### config.mk
export PLATFORM = sky130hd
export DESIGN_NAME = sha1_stream_hasher_core
export DESIGN_NICKNAME = d
export VERILOG_FILES = /design/src/rtl/sha1_pkg.sv /design/src/rtl/sha1_round.sv /design/src/rtl/sha1_stream_hasher_core.sv
export SDC_FILE = /design/constraint.sdc
export NUM_CORES = 2
export LEC_CHECK = 0
export ABC_AREA = 1
export BUFFER_PORTS_ARGS = -buffer_cell sky130_fd_sc_hd__buf_4
export CORE_MARGIN = 2
export CORE_UTILIZATION = 50
export CTS_CLUSTER_DIAMETER = 80
export DETAILED_ROUTE_END_ITERATION = 6
export PLACE_DENSITY = 0.64
export SLEW_MARGIN = 10
export SYNTH_ARGS = -nofsm -noshare
export SYNTH_HDL_FRONTEND = slang
export SYNTH_HIERARCHICAL = 1
export SYNTH_SLANG_ARGS = --single-unit
### constraint.sdc
create_clock -name i_clk -period 20.2 [get_ports i_clk]
set_input_delay 3.03 -clock i_clk [delete_from_list [all_inputs] [get_ports i_clk]]
set_output_delay 3.03 -clock i_clk [all_outputs]
set_load 0.1 [all_outputs]
### src/rtl/sha1_pkg.sv
// ============================================================================
// sha1_pkg: shared constants and round helpers
// Initial chaining values, round constants and the round function.
// ============================================================================
`default_nettype none

package sha1_pkg;

    localparam int unsigned LenPos     = 56;
    localparam int unsigned Rounds     = 80;
    localparam int unsigned CountW     = 61;

    localparam logic [31:0] H0 = 32'h67452301;
    localparam logic [31:0] H1 = 32'hefcdab89;
    localparam logic [31:0] H2 = 32'h98badcfe;
    localparam logic [31:0] H3 = 32'h10325476;
    localparam logic [31:0] H4 = 32'hc3d2e1f0;

    localparam logic [31:0] K0 = 32'h5a827999;
    localparam logic [31:0] K1 = 32'h6ed9eba1;
    localparam logic [31:0] K2 = 32'h8f1bbcdc;
    localparam logic [31:0] K3 = 32'hca62c1d6;

    localparam logic [7:0] PadByte = 8'h80;

    localparam logic OpData   = 1'b0;
    localparam logic OpFinish = 1'b1;

    function automatic logic [31:0] round_f(input logic [6:0] r,
                                            input logic [31:0] b,
                                            input logic [31:0] c,
                                            input logic [31:0] d);
        if (r < 7'd20) begin
            round_f = (b & c) | (~b & d);
        end else if (r < 7'd40) begin
            round_f = b ^ c ^ d;
        end else if (r < 7'd60) begin
            round_f = (b & c) | (b & d) | (c & d);
        end else begin
            round_f = b ^ c ^ d;
        end
    endfunction

    function automatic logic [31:0] round_k(input logic [6:0] r);
        if (r < 7'd20) begin
            round_k = K0;
        end else if (r < 7'd40) begin
            round_k = K1;
        end else if (r < 7'd60) begin
            round_k = K2;
        end else begin
            round_k = K3;
        end
    endfunction

endpackage

`default_nettype wire

### src/rtl/sha1_round.sv
// ============================================================================
// sha1_round: iterative SHA-1 compression
// Runs one round per cycle, while i_init is low, on a 16-word schedule window, then folds the
// working variables into the chaining words.
// ============================================================================
`default_nettype none

module sha1_round (
    input  wire logic                  i_clk,
    input  wire logic                  i_rst_n,
    input  wire logic                  i_start,
    input  wire logic                  i_init,
    input  wire logic [511:0]          i_block,
    output logic                       o_busy,
    output logic [159:0]               o_chain
);

    logic [31:0] r_h [5];
    logic [31:0] r_a, r_b, r_c, r_d, r_e;
    logic [31:0] r_w [16];
    logic [6:0]  r_rnd;
    logic        r_busy;
    logic [31:0] w_x;
    logic [31:0] w_t;
    logic [31:0] w_mix;

    assign w_mix = r_w[13] ^ r_w[8] ^ r_w[2] ^ r_w[0];
    assign w_x   = (r_rnd < 7'd16) ? r_w[0] : {w_mix[30:0], w_mix[31]};
    assign w_t   = {r_a[26:0], r_a[31:27]} + sha1_pkg::round_f(r_rnd, r_b, r_c, r_d)
                   + r_e + sha1_pkg::round_k(r_rnd) + w_x;

    always_ff @(posedge i_clk) begin
        if (!i_rst_n) begin
            r_busy <= 1'b0;
            r_rnd  <= '0;
            r_h[0] <= sha1_pkg::H0;
            r_h[1] <= sha1_pkg::H1;
            r_h[2] <= sha1_pkg::H2;
            r_h[3] <= sha1_pkg::H3;
            r_h[4] <= sha1_pkg::H4;
        end else if (i_init) begin
            r_h[0] <= sha1_pkg::H0;
            r_h[1] <= sha1_pkg::H1;
            r_h[2] <= sha1_pkg::H2;
            r_h[3] <= sha1_pkg::H3;
            r_h[4] <= sha1_pkg::H4;
        end else if (i_start && !r_busy) begin
            r_busy <= 1'b1;
            r_rnd  <= '0;
            r_a <= r_h[0];
            r_b <= r_h[1];
            r_c <= r_h[2];
            r_d <= r_h[3];
            r_e <= r_h[4];
            for (int j = 0; j < 16; j++) begin
                r_w[j] <= i_block[511 - 32 * j -: 32];
            end
        end else if (r_busy) begin
            if (r_rnd == 7'(sha1_pkg::Rounds)) begin
                r_busy <= 1'b0;
                r_h[0] <= r_h[0] + r_a;
                r_h[1] <= r_h[1] + r_b;
                r_h[2] <= r_h[2] + r_c;
                r_h[3] <= r_h[3] + r_d;
                r_h[4] <= r_h[4] + r_e;
            end else begin
                r_rnd <= r_rnd + 7'd1;
                for (int j = 0; j < 15; j++) begin
                    r_w[j] <= r_w[j + 1];
                end
                r_w[15] <= w_x;
                r_e <= r_d;
                r_d <= r_c;
                r_c <= {r_b[1:0], r_b[31:2]};
                r_b <= r_a;
                r_a <= w_t;
            end
        end
    end

    assign o_busy  = r_busy;
    assign o_chain = {r_h[0], r_h[1], r_h[2], r_h[3], r_h[4]};

    a_rnd_range: assert property (@(posedge i_clk) disable iff (!i_rst_n)
        r_rnd <= 7'(sha1_pkg::Rounds)) else $error("round counter overrun");
    a_idle_rnd: assert property (@(posedge i_clk) disable iff (!i_rst_n)
        (i_start && !r_busy && !i_init) |=> (r_busy && r_rnd == 7'd0))
        else $error("compression did not start");
    a_end: assert property (@(posedge i_clk) disable iff (!i_rst_n)
        (r_busy && r_rnd == 7'(sha1_pkg::Rounds) && !i_init) |=> !r_busy)
        else $error("compression did not end");

endmodule

`default_nettype wire

### src/rtl/sha1_stream_hasher_core.sv
// ============================================================================
// sha1_stream_hasher_core: byte-stream SHA-1 hasher
// One byte per transaction; a finish transaction pads and emits the digest.
// ============================================================================
// A data transaction that completes a 64-byte block starts a compression;
// each compression holds the block from its start request while it starts
// the single round unit, runs 80 rounds at one per cycle, folds into the
// chaining words and hands back.
// A finish transaction fills padding one byte per cycle between compressions,
// writes the length, runs one or two compressions in all, then presents
// five digest words in order, index 0 first, with last_word set on index 4.
// Input stall is high while any of this work is pending.
`default_nettype none

module sha1_stream_hasher_core (
    input  wire logic        i_clk,
    input  wire logic        i_rst_n,
    input  wire logic        i_valid,
    output logic             o_stall,
    input  wire logic        i_op,
    input  wire logic [7:0]  i_data_byte,
    output logic             o_valid,
    input  wire logic        i_stall,
    output logic [31:0]      o_digest_word,
    output logic [2:0]       o_word_index,
    output logic             o_last_word
);

    typedef enum logic [5:0] {
        ST_IDLE = 6'b000001,
        ST_COMP = 6'b000010,
        ST_PAD  = 6'b000100,
        ST_LEN  = 6'b001000,
        ST_FIN  = 6'b010000,
        ST_OUT  = 6'b100000
    } t_state;

    t_state                      r_state;
    logic [511:0]                r_blk;
    logic [5:0]                  r_fill;
    logic [sha1_pkg::CountW-1:0] r_count;
    logic                        r_go;
    logic                        r_fin;
    logic                        r_xtra;
    logic [2:0]                  r_idx;
    logic                        r_init;
    logic                        w_busy;
    logic [159:0]                w_chain;
    logic [63:0]                 w_bits;
    logic                        w_acc;

    assign w_bits = {r_count, 3'b000};
    assign w_acc  = i_valid && !o_stall;

    sha1_round u_round (
        .i_clk   (i_clk),
        .i_rst_n (i_rst_n),
        .i_start (r_go),
        .i_init  (r_init),
        .i_block (r_blk),
        .o_busy  (w_busy),
        .o_chain (w_chain)
    );

    always_ff @(posedge i_clk) begin
        if (!i_rst_n) begin
            r_state <= ST_IDLE;
            r_blk   <= '0;
            r_fill  <= '0;
            r_count <= '0;
            r_go    <= 1'b0;
            r_fin   <= 1'b0;
            r_xtra  <= 1'b0;
            r_idx   <= '0;
            r_init  <= 1'b0;
        end else begin
            r_go   <= 1'b0;
            r_init <= 1'b0;
            case (r_state)
                ST_IDLE: begin
                    if (w_acc) begin
                        if (i_op == sha1_pkg::OpData) begin
                            r_blk   <= {r_blk[503:0], i_data_byte};
                            r_fill  <= r_fill + 6'd1;
                            r_count <= r_count + 61'd1;
                            if (r_fill == 6'd63) begin
                                r_go    <= 1'b1;
                                r_fin   <= 1'b0;
                                r_state <= ST_COMP;
                            end
                        end else begin
                            r_blk   <= {r_blk[503:0], sha1_pkg::PadByte};
                            r_fill  <= r_fill + 6'd1;
                            r_fin   <= 1'b1;
                            r_state <= ST_PAD;
                        end
                    end
                end
                ST_PAD: begin
                    if (r_fill == 6'(sha1_pkg::LenPos)) begin
                        r_state <= ST_LEN;
                    end else if (r_fill == 6'd0 && !r_xtra) begin
                        r_go    <= 1'b1;
                        r_xtra  <= 1'b1;
                        r_state <= ST_COMP;
                    end else begin
                        r_blk  <= {r_blk[503:0], 8'h00};
                        r_fill <= r_fill + 6'd1;
                    end
                end
                ST_LEN: begin
                    r_blk   <= {r_blk[447:0], w_bits};
                    r_fill  <= '0;
                    r_xtra  <= 1'b0;
                    r_go    <= 1'b1;
                    r_state <= ST_FIN;
                end
                ST_COMP: begin
                    if (!r_go && !w_busy) begin
                        r_state <= r_fin ? ST_PAD : ST_IDLE;
                    end
                end
                ST_FIN: begin
                    if (!r_go && !w_busy) begin
                        r_idx   <= '0;
                        r_state <= ST_OUT;
                    end
                end
                ST_OUT: begin
                    if (!i_stall) begin
                        if (r_idx == 3'd4) begin
                            r_state <= ST_IDLE;
                            r_fill  <= '0;
                            r_count <= '0;
                            r_fin   <= 1'b0;
                            r_init  <= 1'b1;
                        end else begin
                            r_idx <= r_idx + 3'd1;
                        end
                    end
                end
                default: r_state <= ST_IDLE;
            endcase
        end
    end

    assign o_stall       = (r_state != ST_IDLE) || r_init;
    assign o_valid       = (r_state == ST_OUT);
    assign o_digest_word = w_chain[159 - 32 * r_idx -: 32];
    assign o_word_index  = r_idx;
    assign o_last_word   = (r_idx == 3'd4);

    a_no_out_idle: assert property (@(posedge i_clk) disable iff (!i_rst_n)
        o_valid |-> o_stall) else $error("output while accepting");
    a_idx: assert property (@(posedge i_clk) disable iff (!i_rst_n)
        o_valid |-> (r_idx <= 3'd4)) else $error("digest index overrun");
    a_unit_idle: assert property (@(posedge i_clk) disable iff (!i_rst_n)
        (r_state == ST_IDLE) |-> !w_busy) else $error("round unit busy in idle");

endmodule

`default_nettype wire
Word-level counts from Yosys, hierarchy flattened
Memories as Yosys holds them, arrays and structs flattened.
Cells that the tools add are included.
{"block": "totals", "register_bits": 760, "elab_cells": 248, "mem_bits_rw": 672, "output_inout_bits": 38, "mem_count": 2, "input_bits": 13}
{"block": "classes", "addsub": 14, "magnitude_cmp": 4, "bitwise_logic": 42, "n_shift": 1, "muxes": 119, "eq_ne": 24, "n_reduce_logical": 26}
{"name": "u_round.r_w", "words": 16, "word_bits": 32, "read_ports": 16, "rd_clocked_by_memory_dff": 0, "wr": 16, "line": "sha1_round.sv:20", "rtl": "logic [31:0] r_w [16];"}
{"name": "u_round.r_h", "words": 5, "word_bits": 32, "read_ports": 5, "rd_clocked_by_memory_dff": 0, "wr": 5, "line": "sha1_round.sv:18", "rtl": "logic [31:0] r_h [5];"}
{"op": "512-bit two-way mux", "n": 3}
{"op": "512-bit case mux with 3 select lines", "n": 1}
{"op": "32-bit two-way mux", "n": 47}
{"op": "32-bit adder", "n": 9}
{"op": "61-bit two-way mux", "n": 4}
{"op": "191-bit by 33-bit variable part select with 32-bit output", "n": 1}
{"op": "32-bit bitwise XOR", "n": 5}
{"op": "32-bit AND", "n": 4}
{"op": "61-bit case mux with 2 select lines", "n": 1}
{"op": "32-bit OR", "n": 3}
{"op": "6-bit two-way mux", "n": 14}
{"op": "61-bit by 1-bit adder with 61-bit output, second input constant", "n": 1}
{"op": "6-bit case mux with 6 select lines", "n": 1}
{"op": "1-bit two-way mux", "n": 34}
{"op": "32-bit inverter", "n": 1}
{"op": "31-bit two-way mux", "n": 1}
{"op": "1-bit OR", "n": 26}
{"op": "6-bit case mux with 4 select lines", "n": 1}
{"op": "7-bit two-way mux", "n": 3}
{"op": "6-bit == test, second input constant", "n": 3}
{"op": "2-bit inequality test, second input constant", "n": 9}
{"op": "7-bit by 5-bit less-than comparator with 1-bit output, second input constant", "n": 2}
{"op": "7-bit by 6-bit less-than comparator with 1-bit output, second input constant", "n": 2}
{"op": "3-bit two-way mux", "n": 4}
{"op": "other kinds (32)", "n": 50}

Longest topological paths before layout
{"block": "logic_depth", "ltp_word": 13, "ltp_mapped": 26}

Hierarchy
Netlist, hierarchy kept.
{"mod": "sha1_round", "area_each_um2": 50788.7, "cells_each": 5254, "n_inst": 1}
{"mod": "sha1_stream_hasher_core", "area_each_um2": 30091.4, "cells_each": 4948, "n_inst": 1}

Worst setup path before layout
OpenSTA, ideal clock, no wires.
{"block": "synth_timing", "kind": "input to register", "from": "in i_rst_n", "to": "mem u_round.r_w[0][0], enable pin", "setup_time_ns": 3.650, "n_path_buf": 2, "t_required_ns": 16.550, "stages": 8, "slack_ns": 4.302, "arrival_time_ns": 12.248, "cell_sequence": "inv_1 > nor2_1 > inv_1 > nor2_1 > inv_1 > clkbuf_1 > clkbuf_1 > nand2_1"}
{"element": "start, declared", "line": "sha1_stream_hasher_core.sv:17", "rtl": "input wire logic i_rst_n,"}
{"element": "end, declared", "line": "sha1_round.sv:20"}

==> metrics.md <==
| Metric | Value |
|---|---|
| Cell row count | `147` |
| Initial antenna violation count | `16` |
| DR DRC count | `0` |
| Post-Synth XOR/XNOR Area | `1.28%` |
| Avg Inst Size Synth | `7.93 µm²` |
| First-pass GRT wire length | `402 mm` |
| GP Congestion | `1.02` |
| #FFs+latches synth | `1432` |
| VDD IR max | `0.000153 V` |
| Iteration-0 DRC Markers | `7454` |
| Post-synthesis simple-gate area fraction | `25.1%` |
| Met1 GRT Util | `45.5%` |
| Number of top-level pins | `51` |
| Outcome | `finished, final reports clean` |
| Post-synthesis mux area share | `4.44%` |
| Slew @ Worst Pin | `1.43 ns` |
| Rel. slew slack | `4.09%` |
| CTS tree | `yes` |
| Share of layout cells above drive strength 1 | `7.21%` |
| Power, Total | `9260 µW` |
| Critical Path RT | `20.64 ns` |
| Clk sinks | `1432` |
| Post-CTS Setup Bufs | `0` |
| Max Root-Sink Buffers | `3` |
| Die Ht | `406 µm` |
| Drt wl/cell | `21.7 µm` |
| Pwr Density | `105 nW/µm²` |
| Tmin final | `7.44 ns` |
| H-tree lvl count | `4` |
| Final Cycle Share | `36.8%` |
| Setup TNS | `0 ns` |
| Nets | `10400` |
| Adder-cell area share of the yosys netlist | `6.20%` |
| DR vias/cell | `5.67` |
| Largest net degree at the start of global routing | `234` |
| Clock Power Share | `33.5%` |
| Post-route cell area | `88000 µm²` |
| Die area | `165000 µm²` |
| Core footprint | `161000 µm²` |
| Compound-Gate Fraction of Synth Area | `11.0%` |
| Via count | `69800` |
| CTS buffer count | `165` |
| Final setup vio count | `0` |
| WS Path Type | `primary input to flip-flop` |
| Combinational Power Share | `24.6%` |
| Seq/Total Area, Yosys | `45.7%` |
| GR peak layer | `met2` |
| Worst-skew pair later-pin latency | `0.82 ns` |
| Post-DP Area | `82400 µm²` |
| Final ANT Viol Nets | `0` |
| Area growth, synth to finish | `8.78%` |
| Crit path capture type | `flip-flop` |
| Clock Tree Root | `clkbuf_16` |
| Psw | `3200 µW` |
| Sw Share | `34.6%` |
| Largest family of logic cells by synthesized area | `simple AND/OR/NAND/NOR gates` |
| PortBufs | `50` |
| Pint | `6060 µW` |
| Crit Path Max Fanout | `182` |
| Vias in the first global route | `64800` |
| Remaining Overflow, GRT | `0` |
| R2R setup slack | `14.11 ns` |
| Worst setup SP type | `primary input` |
| CTS Hold Buffers Added | `0` |
| Flop pwr share | `41.8%` |
| Unrepaired setup endpoints after global routing | `false` |
| Starting density of the core | `50.4%` |
| Post-synthesis cell count | `10200` |
| Grt met2 use | `48.7%` |
| DR pass1 iterations | `6` |
| Main flop type after synthesis | `edfxtp_1` |
| DP HPWL | `187 mm` |
| Slew Limit Fails | `0` |
| Asr flop ratio synth | `0%` |
| Max Cap Viol | `0` |
| Clk_skew | `0.0492 ns` |
| Critical path data arrival time | `7.88 ns` |
| Final WL | `267 mm` |
| YS warnings | `6` |
| Leakage power | `0.0366 µW` |
| Syn Std Cell Area | `80900 µm²` |
| Post-layout util | `54.8%` |
| HP Class | `flip-flop to flip-flop` |
| Max frequency | `134 MHz` |
| Syn nets | `10500` |
| Met3 Use GR | `5.43%` |
| Clock Pin Slew Worst Setup and Hold Paths | `0.06 ns` |
| Post-synth EDFFs | `832` |
| Final hold vios | `0` |
| Global Route Usage Sum | `31.8%` |
| Count of cell types in the netlist | `59` |
| Die X | `406 µm` |
| Post-CTS Resized | `0` |
[cell families (layout without fill, tap and decap cells)]
kind of cell	count (synthesis)	count (layout)
adder cells (fa/ha/maj)	326	326
multiplexers	319	319
flip-flops	1432	1432
other	0	3
buffers and inverters	1196	1149
AND/OR/NAND/NOR	5158	5158
XOR/XNOR	118	118
AO/OA/AOI/OAI	1653	1653
[synthesized netlist by cell type (all sizes together) (2+ instances only)]
cell type | n | share of area, %
o32ai | 32 | 0.35
nor4 | 5 | 0.039
edfxtp | 832 | 31
o221ai | 12 | 0.13
or2 | 30 | 0.23
nand4 | 84 | 0.65
buf | 228 | 1.7
o21bai | 40 | 0.37
mux2 | 318 | 4.4
o21ai | 1029 | 6.4
nand2 | 3071 | 14
o211ai | 38 | 0.35
clkbuf | 245 | 1.1
dfxtp | 600 | 15
and3 | 4 | 0.031
a21oi | 399 | 2.5
o311ai | 2 | 0.022
a211oi | 3 | 0.028
nor2 | 1577 | 7.4
clkinv | 3 | 0.014
a221oi | 2 | 0.022
fa | 125 | 3.1
and2 | 8 | 0.062
nand3b | 10 | 0.093
xnor2 | 102 | 1.1
o22ai | 2 | 0.015
ha | 201 | 3.1
a21o | 26 | 0.24
nor3 | 62 | 0.41
xor2 | 16 | 0.17
a31oi | 10 | 0.077
a21boi | 17 | 0.16
nor3b | 4 | 0.037
o31ai | 4 | 0.037
nand3 | 302 | 1.9
o21a | 29 | 0.27
a31o | 8 | 0.087
inv | 720 | 3.3
[layer usage]
| metal | wire length, µm | vias up | part of all wire [%] |
|---|---|---|---|
| met2 | 118000 | 2685 | 44 |
| met5 | 41 | - | 0.015 |
| li1 | - | 33200 | - |
| met3 | 21800 | 429 | 8.2 |
| met1 | 118000 | 33500 | 44 |
| met4 | 9250 | 6 | 3.5 |
[final timing paths]
check                        start                  end  cells past startpoint
hold reg to reg         r_blk[379]           r_blk[379]                      2
setup / recovery           i_rst_n  u_round/r_w[0][211]                     10
hold / removal          r_blk[379]           r_blk[379]                      2
setup reg to reg  u_round/r_rnd[4]      u_round/r_a[31]                     18
[power groups by stage]
stage	sequential (µW)	clock, µW	combinational, µW
2_1_floorplan	3780	0	1850
3_3_place_gp	3910	0	2220
3_5_place_dp	3920	0	2260
4_1_cts	3870	3150	2270
5_1_grt	3920	3260	2590
6_report	3870	3110	2280
[layout by cell type (no fill, tap or decap), types with 200 or more instances in the layout]
cell type and instances:
edfxtp_1 832, inv_1 714, ha_1 200, o21ai_0 908
nor2_1 1567, a21oi_1 398, dfxtp_1 599, mux2_2 300
nand3_1 298, nand2_1 3064
[layout make-up]
class | instances | area [µm²]
clock inverter | 74 | 1000
timing repair buffer | 117 | 973
multi-input combinational | 7574 | 38900
fill | 15100 | 72600
inverter | 723 | 2750
sequential | 1432 | 37000
tap | 2160 | 2700
clock buffer | 235 | 4620
antenna | 3 | 7.51
[worst max-delay path: stages]
cell	delay, ns
buf_8	0.56
inv_1	0.14
nor2_1	0.25
inv_1	0.16
nor2_4	0.19
inv_6	0.17
nand2_4	0.48
buf_12	0.66
buf_4	0.69
buf_4	0.86
[registers in the layout (all words and copies together), names as in the netlist, 61 cells and up]
register,cells
u_round/r_h,160
r_blk,512
r_count,61
u_round/r_w,512
[stage by stage]
step / std cells / worst slack [ns] / hold slack [ns]
CTS: 12300 / 13.03 / 0.486
global placement: 12000 / 12.21 / 0.464
floorplan: 10200 / 4.30 / 0.446
detailed placement: 12000 / 12.15 / 0.477
global route: 12300 / 12.58 / 0.513
finish: 12300 / 12.76 / 0.483
No activity file was read; power rests on OpenSTA's default activity.
